### src/rtl/core/allpass_bandpass_bandreject_filter_assert.svh
// Assertion macros for the allpass/bandpass/bandreject filter.
// Included by the modules that check their own sequencing.
`ifndef ALLPASS_BANDPASS_BANDREJECT_FILTER_ASSERT_SVH
`define ALLPASS_BANDPASS_BANDREJECT_FILTER_ASSERT_SVH
`ifndef SYNTHESIS
`define ABF_ASSERT_IMPL(label, clk, rst_n, prop) \
    label: assert property (@(posedge clk) disable iff (!rst_n) prop) \
        else $error("assertion failed");
`define ABF_ASSERT_NOW(label, clk, prop) \
    label: assert property (@(posedge clk) prop) else $error("assertion failed");
`else
`define ABF_ASSERT_IMPL(label, clk, rst_n, prop)
`define ABF_ASSERT_NOW(label, clk, prop)
`endif
`endif

### src/rtl/core/abf_mult.sv
// Registered signed multiplier shared by all filter products.
// No package dependencies.
module abf_mult #(
    parameter int AW = 34,
    parameter int BW = 34
) (
    input  logic                 i_clk,
    input  logic signed [AW-1:0] i_a,
    input  logic signed [BW-1:0] i_b,
    output logic signed [AW+BW-1:0] o_p
);
    logic signed [AW+BW-1:0] r_p;
    always_ff @(posedge i_clk) begin
        r_p <= i_a * i_b;
    end
    assign o_p = r_p;
endmodule

### config.mk
export PLATFORM = sky130hd
export DESIGN_NAME = abf_mult
export DESIGN_NICKNAME = d
export VERILOG_FILES = /design/src/rtl/core/allpass_bandpass_bandreject_filter_assert.svh /design/src/rtl/core/abf_mult.sv
export SDC_FILE = /design/constraint.sdc
export NUM_CORES = 2
export LEC_CHECK = 0
export BUFFER_PORTS_ARGS = -buffer_cell sky130_fd_sc_hd__buf_2
export CORE_ASPECT_RATIO = 0.8
export CORE_UTILIZATION = 60
export CTS_CLUSTER_DIAMETER = 150
export DETAILED_ROUTE_END_ITERATION = 7
export PLACE_DENSITY = 0.82
export SETUP_SLACK_MARGIN = 0.1
export SLEW_MARGIN = 10
export SYNTH_ARGS = -nofsm -noshare
export SYNTH_HDL_FRONTEND = slang
export SYNTH_SLANG_ARGS = --single-unit
### constraint.sdc
create_clock -name i_clk -period 20.7 [get_ports i_clk]
set_input_delay 3.105 -clock i_clk [delete_from_list [all_inputs] [get_ports i_clk]]
set_output_delay 3.105 -clock i_clk [all_outputs]
set_load 0.005 [all_outputs]
==> impl_metrics.csv <==
group,metric,value,unit
floorplanning,row_count,87,
floorplanning,die_w,301,um
detailed_routing,drcViolationCount,28,
detailed_routing,wl_per_cell,21.4,um
cells_and_area,drive_above_1_share,4.56,%
cts,numCtsBuffers,9,
cts,htreeDepth,3,
min_path,min_from,"i_b[0]",
cts,root_buffer,"clkbuf_16",
yosys,synth_edf_count,0,
detailed_routing,drt_first_pass_iters,8,
timing,relSlewSlack,26.2,%
worst_setup_path,start_kind,"input pin",
detailed_routing,vias_per_cell,5.59,
detailed_routing,detail_route.iter0.violations,2921,
place,place.gp.congestion,0.941,
yosys,async_flop_share,0,%
cts,cts_setup_buffers,0,
place,portBuffers,136,
cts,clk_pin_slew,0.07,ns
cells_and_area,mostFrequentLayoutCell,"fa_1",
yosys,syn-cell-area,43000,um^2
worst_setup_path,critical_path_class,"input pin to flop",
detailed_routing,wirelength,116000,um
global_routing,grt_max_degree,35,
cts,cts_resized,0,
run_status,status,"complete, but fails checks",
timing,layout_worst_path_cycle_share,54.3,%
global_routing,grt_antenna_before_repair,6,
yosys,synth_ff_type,"dfxtp_1",
timing,period_minus_slack,11.25,ns
min_path,whs_endpoint,"o_p[0]",
cts,clock_path_buffers,2,
timing,fin_setup_tns,0,ns
flow_run,maxCapViolCount,0,
cts,cts_tree,"built",
yosys,syn_avg_cell_area,9.45,um^2
global_routing,grt_pass1_wl,189000,um
cells_and_area,area_delta_synth_final,3.30,%
min_path,hold_path.class,"input pin to flop",
floorplanning,dieArea,72800,um^2
floorplanning,coreArea,70800,um^2
cells_and_area,final_cell_mix,"fa_1, inv_1, and2_1, nand2_1, ha_1",
worst_setup_path,endpoint_kind,"flop",
timing,drv_slew,0,
min_path,holdPathStages,2,
worst_setup_path,cp_max_fo,34,
timing,rsz0062_at_grt,"no",
run_status,violations,"DRC",
cells_and_area,largest_reg_flops,68,
floorplanning,die_h,242,um
yosys,synth_seq_area_share,3.16,%
global_routing,grt.overflow.total,0,
cells_and_area,fin_nets,6007,
timing,setup_viol,0,
detailed_routing,final_antenna_net_count,0,
yosys,syn_nets,6068,
yosys,post_synth_inst_count,4554,
yosys,ys_types,69,
global_routing,grt_usage,34.3,%
detailed_routing,vias,30377,
cts,ctsHoldBuffers,0,
timing,hold_viol,0,
yosys,synth-seq-cells,68,
global_routing,grt_pass1_vias,33613,
yosys,synth-warning-count,0,
timing,worst_slew_pin_slew,1.10,ns
timing,fmax,88.9,MHz
worst_setup_path,critPathArrivalTime,11.57,ns
floorplanning,ioPinCount,137,
floorplanning,start_util,60.8,%
cts,clock_sinks,68,
place,hpwl,89200,um
worst_setup_path,required,21.02,ns
==> per-layer routing <==
metal	track usage, %	part of all wire [%]
met4	8.69	2.7
met3	14.7	17
met1	48.9	39
met2	48.1	42
met5	1.72	0.16
==> how the worst max path moves through the flow <==
| stage | start | to | cells after the start |
|---|---|---|---|
| 2_1_floorplan | i_a[33] | o_p[65] | 24 |
| 3_3_place_gp | i_b[7] | o_p[66] | 23 |
| 3_5_place_dp | i_b[7] | o_p[65] | 24 |
| 4_1_cts | i_b[7] | o_p[65] | 24 |
| 5_1_grt | i_b[7] | o_p[67] | 25 |
| 6_report | i_b[7] | o_p[65] | 24 |
==> area by class of cell <==
type                            count  area [um^2]
Tap cell                          934         1170
Clock inverter                      7         80.1
Fill cell                        5550        26300
Clock buffer                        9          225
Timing Repair Buffer              156          831
Sequential cell                    68         1360
Inverter                         1232         4620
Multi-Input combinational cell   3026        36100
Antenna cell                        4         10.0
==> logic make-up after synthesis <==
| kind of cell | synth area share (%) |
|---|---|
| buf+inv | 12.8 |
| fa+ha+maj | 63.7 |
| simple gates | 15.4 |
| compound gates | 3.35 |
| xor+xnor | 1.61 |
| flops | 3.16 |
==> critical path, stage by stage <==
cell	delay (ns)
buf_2	0.69
nand2_1	0.30
inv_1	0.16
fa_1	0.40
inv_1	0.22
fa_1	0.53
inv_1	0.18
fa_1	0.49
fa_1	1.22
fa_1	0.59
fa_1	0.62
fa_1	0.45
fa_1	0.48
ha_1	0.40
a21o_1	0.23
a21oi_1	0.17
o21bai_1	0.11
a21o_1	0.19
a21oi_1	0.12
o21ai_0	0.11
a31oi_2	0.29
nor2_2	0.09
o41ai_2	0.23
xnor2_1	0.15
==> cells in the mapped netlist, drive strengths merged, types with 12 or more instances <==
library cell	number	area, um^2
inv	1231	4620
o21bai	12	90.1
o21ai	41	224
xnor2	56	490
fa	1241	24800
a21o	37	278
nand2b	20	125
dfxtp	68	1360
clkbuf	217	821
and2	623	3900
xor2	23	201
nor2	56	215
a21oi	63	323
ha	204	2550
nand2	542	2030
==> through the flow <==
| step | hold WS [ns] | setup slack (ns) | utilization [%] | instance area [um^2] | instances |
|---|---|---|---|---|---|
| global placement | 3.48 | 9.42 | 62.4 | 44100 | 5416 |
| finish | 3.30 | 9.45 | 62.8 | 44400 | 5436 |
| detailed placement | 3.48 | 9.22 | 62.4 | 44100 | 5416 |
| floorplan | 3.23 | 10.10 | - | 43000 | 4554 |
| CTS | 3.29 | 9.56 | 62.8 | 44400 | 5432 |
| global route | 3.30 | 9.10 | 62.8 | 44400 | 5434 |
Power is left out: the tool's default activity adds up to more than one toggle a clock period on the data nets, which glitch-free logic cannot reach.
