**src/rtl/core/allpass_bandpass_bandreject_filter_assert.svh**
```systemverilog
// Assertion macros for the allpass/bandpass/bandreject filter.
// Included by the modules that check their own sequencing.
`ifndef ALLPASS_BANDPASS_BANDREJECT_FILTER_ASSERT_SVH
`define ALLPASS_BANDPASS_BANDREJECT_FILTER_ASSERT_SVH
`ifndef SYNTHESIS
`define ABF_ASSERT_IMPL(label, clk, rst_n, prop) \
    label: assert property (@(posedge clk) disable iff (!rst_n) prop) \
        else $error("assertion failed");
`define ABF_ASSERT_NOW(label, clk, prop) \
    label: assert property (@(posedge clk) prop) else $error("assertion failed");
`else
`define ABF_ASSERT_IMPL(label, clk, rst_n, prop)
`define ABF_ASSERT_NOW(label, clk, prop)
`endif
`endif

```
**src/rtl/core/abf_divider.sv**
```systemverilog
// Restoring bit-serial unsigned divider, one quotient bit per cycle.
// Depends on nothing but its parameters.
module abf_divider #(
    parameter int NW = 50,
    parameter int DW = 34
) (
    input  logic          i_clk,
    input  logic          i_rst_n,
    input  logic          i_start,
    input  logic [NW-1:0] i_num,
    input  logic [DW-1:0] i_den,
    output logic          o_done,
    output logic [NW-1:0] o_quot
);
    localparam int CW = $clog2(NW + 1);
    logic [NW-1:0] r_q, n_q;
    logic [DW:0]   r_rem, n_rem;
    logic [DW-1:0] r_den;
    logic [CW-1:0] r_cnt, n_cnt;
    logic          r_busy, n_busy, r_done, n_done;
    logic [DW:0]   w_trial;

    always_comb begin
        n_q = r_q;
        n_rem = r_rem;
        n_cnt = r_cnt;
        n_busy = r_busy;
        n_done = 1'b0;
        w_trial = {r_rem[DW-1:0], r_q[NW-1]};
        if (i_start) begin
            n_q = i_num;
            n_rem = '0;
            n_cnt = CW'(NW);
            n_busy = 1'b1;
        end else if (r_busy) begin
            if (w_trial >= {1'b0, r_den}) begin
                n_rem = w_trial - {1'b0, r_den};
                n_q = {r_q[NW-2:0], 1'b1};
            end else begin
                n_rem = w_trial;
                n_q = {r_q[NW-2:0], 1'b0};
            end
            n_cnt = r_cnt - 1'b1;
            if (r_cnt == CW'(1)) begin
                n_busy = 1'b0;
                n_done = 1'b1;
            end
        end
    end

    always_ff @(posedge i_clk) begin
        if (!i_rst_n) begin
            r_busy <= 1'b0;
            r_done <= 1'b0;
            r_cnt <= '0;
        end else begin
            r_busy <= n_busy;
            r_done <= n_done;
            r_cnt <= n_cnt;
        end
        r_q <= n_q;
        r_rem <= n_rem;
        if (i_start) r_den <= i_den;
    end

    assign o_done = r_done;
    assign o_quot = r_q;
endmodule

```
**config.mk**
```make
export PLATFORM = sky130hd
export DESIGN_NAME = abf_divider
export DESIGN_NICKNAME = d
export VERILOG_FILES = /design/src/rtl/core/allpass_bandpass_bandreject_filter_assert.svh /design/src/rtl/core/abf_divider.sv
export SDC_FILE = /design/constraint.sdc
export NUM_CORES = 1
export LEC_CHECK = 0
export ABC_AREA = 1
export CELL_PAD_IN_SITES_DETAIL_PLACEMENT = 1
export CELL_PAD_IN_SITES_GLOBAL_PLACEMENT = 1
export CORE_MARGIN = 3
export CORE_UTILIZATION = 42
export DETAILED_ROUTE_END_ITERATION = 10
export DONT_BUFFER_PORTS = 1
export PLACE_DENSITY_LB_ADDON = 0.08
export SLEW_MARGIN = 40
export SYNTH_ARGS = -nofsm -noshare
export SYNTH_HDL_FRONTEND = slang
export SYNTH_SLANG_ARGS = --single-unit
```
**constraint.sdc**
```tcl
create_clock -name i_clk -period 4.3 [get_ports i_clk]
set_input_delay 0.43 -clock i_clk [delete_from_list [all_inputs] [get_ports i_clk]]
set_output_delay 0.43 -clock i_clk [all_outputs]
set_load 0.01 [all_outputs]
```
==> results_dict.tcl <==
set metrics [dict create \
    syn_inst 1096 \
    wl_per_cell_um 16.4 \
    clkSlewWorstSetupHoldPaths_ps 70 \
    synth.area.top_cells "edfxtp_1, nand2_1, dfxtp_1" \
    fp.dieArea_mm2 0.0205 \
    finalMaxSlewViolations 0 \
    gp_congestion 0.869 \
    ctsHoldBuffers 0 \
    tightest_slew_ps 786 \
    grt-ovfl-total 0 \
    rows 49 \
    setup_viol 0 \
    cts_buffers 17 \
    synth_top_area_cell "edfxtp_1" \
    vias 6615 \
    core_mm2 0.0183 \
    relSlewSlack_pct 47.5 \
    status "finished, final reports clean" \
    crit_required_ps 4620 \
    syn_area_mm2 0.00792 \
    whs_path_depth 0 \
    clk_root_buffer_cell "clkbuf_16" \
    post-route-drc-count 0 \
    synth-edff-count 84 \
    syn2layout_area_growth_pct 9.67 \
    nets 1216 \
    cts_tree "yes" \
    yosys_warnings 0 \
    grt_max_degree 87 \
    initial_utilization_pct 43.4 \
    ys_ff_latch 126 \
    dp_hpwl_mm 16.1 \
    nFillCells 2344 \
    drtIter0Drc 230 \
    hp-class "in2reg" \
    worstPathArrival_ps 2970 \
    synthesis.nets 1220 \
    hold_violations 0 \
    powerDensity_mw_per_mm2 374 \
    maxCapViolCount 0 \
    ant_nets 0 \
    routed_wl_mm 21.9 \
    ctsHtreeMaxLevel 4 \
    critPathLaunchType "flop" \
    drt_pre_antenna_iters 4 \
    clk_latency_ps 430 \
    seq_area_mm2 0.00336 \
    mostFrequentLayoutCell "nand2_1" \
    post-place-ws_ps 1670 \
    setup_ws_ps 1650 \
    routed_via_density 4.96 \
    die_w_um 143 \
    r2r_cells 16 \
    ys_seq_area_share_pct 42.5 \
    fp.dieH_um 143 \
    grt_first_pass_wirelength_mm 35.5 \
    async_reset_ff_share_pct 0 \
    grt.total_usage_pct 22.0 \
    peakVddDrop_v 0.000272 \
    post_cts_buffers 0 \
    ioPinCount 138 \
    drive_gt1_share_pct 6.24 \
    critPathMaxFanout 3 \
    synth_top_area_share_pct 31.8 \
    fin_setup_tns_ps 0 \
    yosysUniqueCellTypes 43 \
    cts-resized-gates 0 \
    synth_flop_cell "edfxtp_1" \
    min_period_over_period_pct 61.6 \
    clockBufferDepth 2 \
    grt_antenna_before_repair 1 \
    path_class "reg2reg" \
    io_buffers 0 \
    grt_pass1_vias 7021 \
    timing.final.crit_period_ps 2650 \
    layout_common_cells "nand2_1, inv_1, edfxtp_1, nand3_1, nor2_1" \
    cts_sinks 126 \
    multi_input_area_mm2 0.00372 \
    clock.fmax_mhz 378 \
    clock_skew_ps 12.5 \
    diodes 0 \
    cp-end-kind "flop" \
    p_leak_nw 4.47 \
    syn_area_per_cell_um2 7.23 \
    rsz0062_at_grt "no" \
]
metal layers:
layer / share of wire (%) / track usage, % / up-vias
li1: - / - / 3389
met2: 48 / 37.4 / 151
met3: 6.2 / 7.22 / 15
met4: 1.2 / 5.40 / 2
met5: 0.091 / 0 / -
met1: 45 / 27.2 / 3058
power breakdown:
part / total, mW / switching [mW] / internal, mW / leakage [nW]
combinational: 0.270 / 0.184 / 0.0860 / 2.98
sequential: 1.47 / 0.0741 / 1.39 / 1.19
clock: 1.51 / 0.617 / 0.893 / 0.298
total: 3.25 / 0.875 / 2.37 / 4.47
per-stage QoR:
step	area [µm²]	util (%)	cells	hold slack [ps]	power, mW
after floorplan	7920	-	1096	440	1.68
after global placement	8080	44.2	1302	458	1.76
after detailed placement	8080	44.2	1302	463	1.76
after CTS	8690	47.6	1334	72.9	3.29
after global routing	8690	47.6	1334	71.8	3.39
final	8690	47.6	1334	92.3	3.25
critical path, cell delays in order, from the launching register on:
cell and delay [ps]:
edfxtp_1 460, inv_1 120, ha_1 150, inv_1 80, fa_1 440, nand2_1 100
nand3_1 110, nand3_1 90, nand2_1 110, nand2_1 90, nand2_1 210, nand2_1 200
nand3_1 100, nand2_1 90, nand2_1 50, nand3_1 70, nand2_1 50
worst paths after layout:
path                                 start   endpoint  slack [ps]
worst max-delay path            o_quot[49]  r_rem[30]        1650
worst min register to register   r_rem[27]  r_rem[27]         480
worst max register to register  o_quot[49]  r_rem[30]        1650
worst min-delay path              i_den[1]   r_den[1]          90
cell usage after synthesis (all sizes together), types with 7 or more instances:
cell type	instances
dfxtp	42
nand3b	23
nand2	481
nand3	73
o21ai	24
edfxtp	84
buf	11
nor2	62
inv	182
a21oi	21
ha	36
clkbuf	15
xnor2	16
nor3	7
area by class of cell:
type | instances | area share, %
inverters | 183 | 7.96
repair buffers | 3 | 0.259
multi-input cells | 761 | 42.8
clock inverters | 14 | 1.94
clock buffers | 18 | 5.05
flip-flops and latches | 126 | 38.7
well taps | 229 | 3.30
logic make-up (layout without fill, tap and decap cells):
kind of cell,after synthesis,count (layout),synth area share [%]
AOI/OAI and AO/OA,52,52,3.54
xor gates and xnor gates,19,19,2.10
adders and majority gates,37,37,5.94
buffers and inverters,209,218,10.7
DFF,126,126,42.5
and+or+nand+nor,653,653,35.3
state kept, by name (all words and copies together) (netlist names):
register	cells
o_done	1
r_den	34
r_cnt	6
r_busy	1
o_quot	50
r_rem	34
Power figures use the tool's default switching activity.
