### src/rtl/core/allpass_bandpass_bandreject_filter_assert.svh
// Assertion macros for the allpass/bandpass/bandreject filter.
// Included by the modules that check their own sequencing.
`ifndef ALLPASS_BANDPASS_BANDREJECT_FILTER_ASSERT_SVH
`define ALLPASS_BANDPASS_BANDREJECT_FILTER_ASSERT_SVH
`ifndef SYNTHESIS
`define ABF_ASSERT_IMPL(label, clk, rst_n, prop) \
    label: assert property (@(posedge clk) disable iff (!rst_n) prop) \
        else $error("assertion failed");
`define ABF_ASSERT_NOW(label, clk, prop) \
    label: assert property (@(posedge clk) prop) else $error("assertion failed");
`else
`define ABF_ASSERT_IMPL(label, clk, rst_n, prop)
`define ABF_ASSERT_NOW(label, clk, prop)
`endif
`endif

### src/rtl/core/abf_pkg.sv
// Shared constants, types and helpers for the allpass/bandpass/bandreject filter.
// No dependencies.
package abf_pkg;
    localparam int SampleWidth  = 24;
    localparam int CoefFracBits = 22;
    localparam int CordicSteps  = 31;
    localparam int CordicIdxW   = 5;
    localparam logic signed [33:0] CordicGain = 34'sd652032874;
    localparam int FcWidth = 17;
    localparam int BwWidth = 17;
    localparam int FsWidth = 18;

    typedef enum logic [1:0] {
        REG_CENTER = 2'd0,
        REG_BANDWIDTH = 2'd1,
        REG_SAMPLE_RATE = 2'd2
    } t_reg_idx;

    function automatic logic signed [33:0] atan_turn(input logic [CordicIdxW-1:0] i);
        logic signed [33:0] v;
        v = 34'sd0;
        unique case (i)
            5'd0: v = 34'sd536870912;  5'd1: v = 34'sd316933406;
            5'd2: v = 34'sd167458907;  5'd3: v = 34'sd85004756;
            5'd4: v = 34'sd42667331;   5'd5: v = 34'sd21354465;
            5'd6: v = 34'sd10679838;   5'd7: v = 34'sd5340245;
            5'd8: v = 34'sd2670163;    5'd9: v = 34'sd1335087;
            5'd10: v = 34'sd667544;    5'd11: v = 34'sd333772;
            5'd12: v = 34'sd166886;    5'd13: v = 34'sd83443;
            5'd14: v = 34'sd41722;     5'd15: v = 34'sd20861;
            5'd16: v = 34'sd10430;     5'd17: v = 34'sd5215;
            5'd18: v = 34'sd2608;      5'd19: v = 34'sd1304;
            5'd20: v = 34'sd652;       5'd21: v = 34'sd326;
            5'd22: v = 34'sd163;       5'd23: v = 34'sd81;
            5'd24: v = 34'sd41;        5'd25: v = 34'sd20;
            5'd26: v = 34'sd10;        5'd27: v = 34'sd5;
            5'd28: v = 34'sd3;         5'd29: v = 34'sd1;
            5'd30: v = 34'sd1;
            default: v = 34'sd0;
        endcase
        return v;
    endfunction
endpackage

### src/rtl/core/abf_cordic.sv
// Iterative rotation-mode CORDIC, one micro-rotation per cycle, Q4.30 outputs.
// Depends on abf_pkg for the gain and arctangent table.
`include "allpass_bandpass_bandreject_filter_assert.svh"
module abf_cordic (
    input  logic               i_clk,
    input  logic               i_rst_n,
    input  logic               i_start,
    input  logic [31:0]        i_phase,
    output logic               o_done,
    output logic signed [33:0] o_cos,
    output logic signed [33:0] o_sin
);
    logic signed [33:0] r_x, r_y, r_z, n_x, n_y, n_z;
    logic [abf_pkg::CordicIdxW-1:0] r_i, n_i;
    logic r_busy, n_busy, r_done, n_done, r_flip, n_flip;
    logic [31:0] w_p;
    logic signed [33:0] w_dx, w_dy, w_a;

    always_comb begin
        n_x = r_x; n_y = r_y; n_z = r_z; n_i = r_i;
        n_busy = r_busy; n_done = 1'b0; n_flip = r_flip;
        w_p = i_phase ^ {(i_phase[31] ^ i_phase[30]), 31'd0};
        w_dx = r_y >>> r_i;
        w_dy = r_x >>> r_i;
        w_a = abf_pkg::atan_turn(r_i);
        if (i_start) begin
            n_flip = i_phase[31] ^ i_phase[30];
            n_x = abf_pkg::CordicGain;
            n_y = '0;
            n_z = {{2{w_p[31]}}, w_p};
            n_i = '0;
            n_busy = 1'b1;
        end else if (r_busy) begin
            if (!r_z[33]) begin
                n_x = r_x - w_dx; n_y = r_y + w_dy; n_z = r_z - w_a;
            end else begin
                n_x = r_x + w_dx; n_y = r_y - w_dy; n_z = r_z + w_a;
            end
            n_i = r_i + 1'b1;
            if (r_i == abf_pkg::CordicIdxW'(abf_pkg::CordicSteps - 1)) begin
                n_busy = 1'b0;
                n_done = 1'b1;
            end
        end
    end

    always_ff @(posedge i_clk) begin
        if (!i_rst_n) begin
            r_busy <= 1'b0;
            r_done <= 1'b0;
            r_i <= '0;
        end else begin
            r_busy <= n_busy;
            r_done <= n_done;
            r_i <= n_i;
        end
        r_x <= n_x; r_y <= n_y; r_z <= n_z; r_flip <= n_flip;
    end

    assign o_done = r_done;
    assign o_cos = r_flip ? -r_x : r_x;
    assign o_sin = r_flip ? -r_y : r_y;

    `ABF_ASSERT_IMPL(a_cordic_done_one, i_clk, i_rst_n, r_done |=> !r_done)
    `ABF_ASSERT_IMPL(a_cordic_no_restart, i_clk, i_rst_n, r_busy |-> !i_start)
    `ABF_ASSERT_IMPL(a_cordic_done_idle, i_clk, i_rst_n, r_done |-> !r_busy)
endmodule

### config.mk
export PLATFORM = sky130hd
export DESIGN_NAME = abf_cordic
export DESIGN_NICKNAME = d
export VERILOG_FILES = /design/src/rtl/core/abf_pkg.sv /design/src/rtl/core/abf_cordic.sv
export VERILOG_INCLUDE_DIRS = /design/src /design/src/rtl/core
export SDC_FILE = /design/constraint.sdc
export NUM_CORES = 1
export LEC_CHECK = 0
export ABC_CLOCK_PERIOD_IN_PS = 6400
export BUFFER_PORTS_ARGS = -buffer_cell sky130_fd_sc_hd__buf_4
export CORE_ASPECT_RATIO = 1.4
export CORE_UTILIZATION = 64
export DETAILED_ROUTE_END_ITERATION = 7
export HOLD_SLACK_MARGIN = 0.08
export PLACE_DENSITY = 0.88
export SYNTH_ARGS = -nofsm -noshare
export SYNTH_HDL_FRONTEND = slang
export SYNTH_SLANG_ARGS = --single-unit
### constraint.sdc
create_clock -name i_clk -period 6.4 [get_ports i_clk]
set_input_delay 1.28 -clock i_clk [delete_from_list [all_inputs] [get_ports i_clk]]
set_output_delay 1.28 -clock i_clk [all_outputs]
set_load 0.01 [all_outputs]
==> out/results.ini <==
[worst_setup_path]
critPathKind=reg2reg
ff2ff_setup_slack_ns=0.14
end_kind=register
cp_max_fo=16
r2r_start=r_i[1]
cp-start-kind=register
reg2reg_to=r_y[33]
worstPathArrival_ns=6.65
ff2ff_path_depth=25
worst_ep_required_time_ns=6.79

[floorplanning]
io-pin-count=104
fp.dieH_um=205
core_area_sq_mm=0.0291
die_w_um=147
floorplan.die_area_sq_mm=0.0302
rows=74
start_util=0.650

[global_route]
grt_overflow=0
grt_use_total=0.455
use_met1=0.481
busiest_layer=met2
grt_pass1_vias=19277
grt_max_degree=96
grt_pass1_wl_mm=106
antenna_found_initial=1
grt_use_met2=0.785
use_met3=0.0865

[routing]
post_drt_wl_per_cell_um=24.4
totalWireLength_mm=69.8
vias=20070
ant_nets=0
drtPass1Iterations=7
via_per_inst=7.02
drt-initial-drc-count=1821
drc=0

[finish]
antenna_cells=0
finalNetCount=2619
syn2layout_area_growth_pct=11.5
drive_gt1_frac=0.170

[timing]
skew_ns=0.0189
finalSetupViolCount=0
slew_violations=0
slew-limit-headroom=0.291
clock.fmax_mhz=160
tightest_slew_ns=1.06
post-route-period-util=0.978
hold_viol_final=0
fin_crit_ns=6.26
holdWs_ns=0.525
fin_ws_ns=0.141

[power]
clockPowerShare=0.089
p_int_mw=5.85
power_frac_seq=0.145
pwr-share-comb=0.766
swShare=0.511
p_leak_nw=8.94
power_switching_mw=6.11
p_per_area_mw_per_mm2=568
peakVddDrop_mv=0.377

[clock_network]
root_buffer=clkbuf_16
clk_latency_ns=0.47
ctsLongestPathBuffers=2
htree_levels=4
cts_tree=yes
cts_hold_buf=0
clkTransAtPathRegs_ns=0.08
cts_sinks=140
numCtsBuffers=17

[placement]
gp_congestion=1.06
hpwl_mm=51.7
numPortBuffers=103
dp_slack_ns=0.208

[logic_synthesis]
synthArstFlopShare=0
yosysWarnings=0
syn_area_sq_mm=0.0189
syn-num-nets=2544
syn_avg_cell_area_sq_um=7.90
synthCells=2393
synth-main-ff-cell=dfxtp_1
synth_area_leaders=dfxtp_1 11%, mux4_2 8.2%, ha_1 7.5%, xnor2_1 6.7%, edfxtp_1 5.6%
synth.top_cell.area_share=0.111
synth_area_leader_cell=dfxtp_1
seq_area_frac_synth=0.167
synthDistinctLibCells=93
synth_edf_count=35
synth_seq_cells=140

[run_status]
status=completed

[hold_path]
worstHoldPathCells=2
min_from=r_y[0]
hold_end=r_y[0]
hp-class=reg2reg

[flow_run]
drv_cap=0

-- sequential cells by signal (all words and copies together), names as in the netlist --
register and count:
r_i 5, r_busy 1, r_z 34, r_y 34
o_done 1, r_x 34, w_a 30, r_flip 1
-- kinds of logic after synthesis --
kind of cell,Yosys count,share of synthesized area
multiplexers,191,0.155
XOR/XNOR,239,0.111
buffers and inverters,250,0.0583
AO/OA/AOI/OAI,730,0.248
AND/OR/NAND/NOR,727,0.183
adder cells (fa/ha/maj),116,0.0780
flip-flops,140,0.167
-- stage by stage --
stage	total power [mW]	cells	TNS, ns	instance area, sq um	util
final	12.0	2861	0	21100	0.725
after global routing	12.7	2861	-0.00735	21100	0.725
after CTS	11.7	2855	0	21000	0.722
after detailed placement	10.5	2823	0	20400	0.701
after global placement	10.2	2823	0	20400	0.701
after floorplan	7.96	2393	0	18900	-
-- routing by layer --
layer	wire length, um	vias up
met5	18	-
met4	6400	2
met3	5920	381
met2	33600	1261
met1	23900	9432
li1	-	8994
-- power groups by stage --
| stage | logic (mW) | registers [mW] | clock network [mW] |
|---|---|---|---|
| 2_1_floorplan | 6.58 | 1.38 | 0 |
| 3_3_place_gp | 8.50 | 1.69 | 0 |
| 3_5_place_dp | 8.80 | 1.71 | 0 |
| 4_1_cts | 8.91 | 1.69 | 1.07 |
| 5_1_grt | 9.86 | 1.74 | 1.10 |
| 6_report | 9.17 | 1.73 | 1.07 |
-- Yosys cell counts (all sizes together) (17+ instances only) --
library cell  instances
ha                  113
o21bai               17
nand3                40
edfxtp               35
a21o                 65
mux2                 36
dfxtp               105
nand2b               30
nor2                203
or3                  22
xnor2               144
buf                  65
nor3                 46
a211oi               22
xor2                 94
o21a                 23
nor2b                26
a221oi               17
a31oi                37
o31ai                26
nand2               243
o21ai               171
mux2i                80
o22ai                24
mux4                 75
and2                 20
o211ai               19
nand4                18
a21oi               191
clkbuf              122
inv                  59
a22oi                22
-- how the worst max path moves through the flow --
| stage | from | end | slack [ns] | cells after the start |
|---|---|---|---|---|
| finish | r_i[1] | r_y[33] | 0.14 | 25 |
| global placement | r_i[1] | r_y[29] | 0.41 | 21 |
| global route | r_i[1] | r_y[33] | -0.007 | 25 |
| CTS | r_i[1] | r_y[29] | 0.08 | 22 |
| floorplan | r_i[2] | r_y[30] | 0.90 | 27 |
| detailed placement | r_i[1] | r_x[30] | 0.21 | 21 |
-- worst max-delay path: stages, from the launching register on --
cell and delay (ns):
dfxtp_4 0.53, buf_4 0.18, mux4_2 0.52, a222oi_1 0.53, nor2_1 0.07, a21oi_1 0.23, o21a_1 0.20, ha_1 0.22
nand4_1 0.15, nor3_1 0.38, buf_4 0.21, a21oi_1 0.07, xor2_1 0.17, ha_1 0.35, nand4_1 0.17, a21o_1 0.22
nand3_1 0.16, a211oi_2 0.08, buf_4 0.18, a211o_1 0.32, a211oi_1 0.34, o211ai_1 0.21, a21oi_1 0.20, xor2_1 0.20
nand3_1 0.11, a21oi_1 0.17
-- cell usage in the layout, fill, tap and decap left out, types with 37 or more instances in the layout --
cell,count
nor2_1,201
dfxtp_1,100
buf_4,234
nand2_1,243
mux4_2,69
mux2i_1,78
ha_1,113
xnor2_1,144
nor3_1,43
a21o_1,64
a21oi_1,191
o21ai_0,168
a31oi_1,37
inv_1,59
nand3_1,39
xor2_1,94
-- timing repair --
action,in CTS,in global routing
gates resized for setup,0,8
buffers inserted,0,6
setup endpoints to repair,0,15
-- final cells by class --
| type | count | area [sq um] |
|---|---|---|
| Tap cell | 380 | 475 |
| Clock inverter | 14 | 158 |
| Fill cell | 2322 | 8010 |
| Inverter | 63 | 236 |
| Timing Repair Buffer | 243 | 1920 |
| Sequential cell | 140 | 3170 |
| Multi-Input combinational cell | 2003 | 14700 |
| Clock buffer | 18 | 429 |
(Power assumes the default switching activity.)
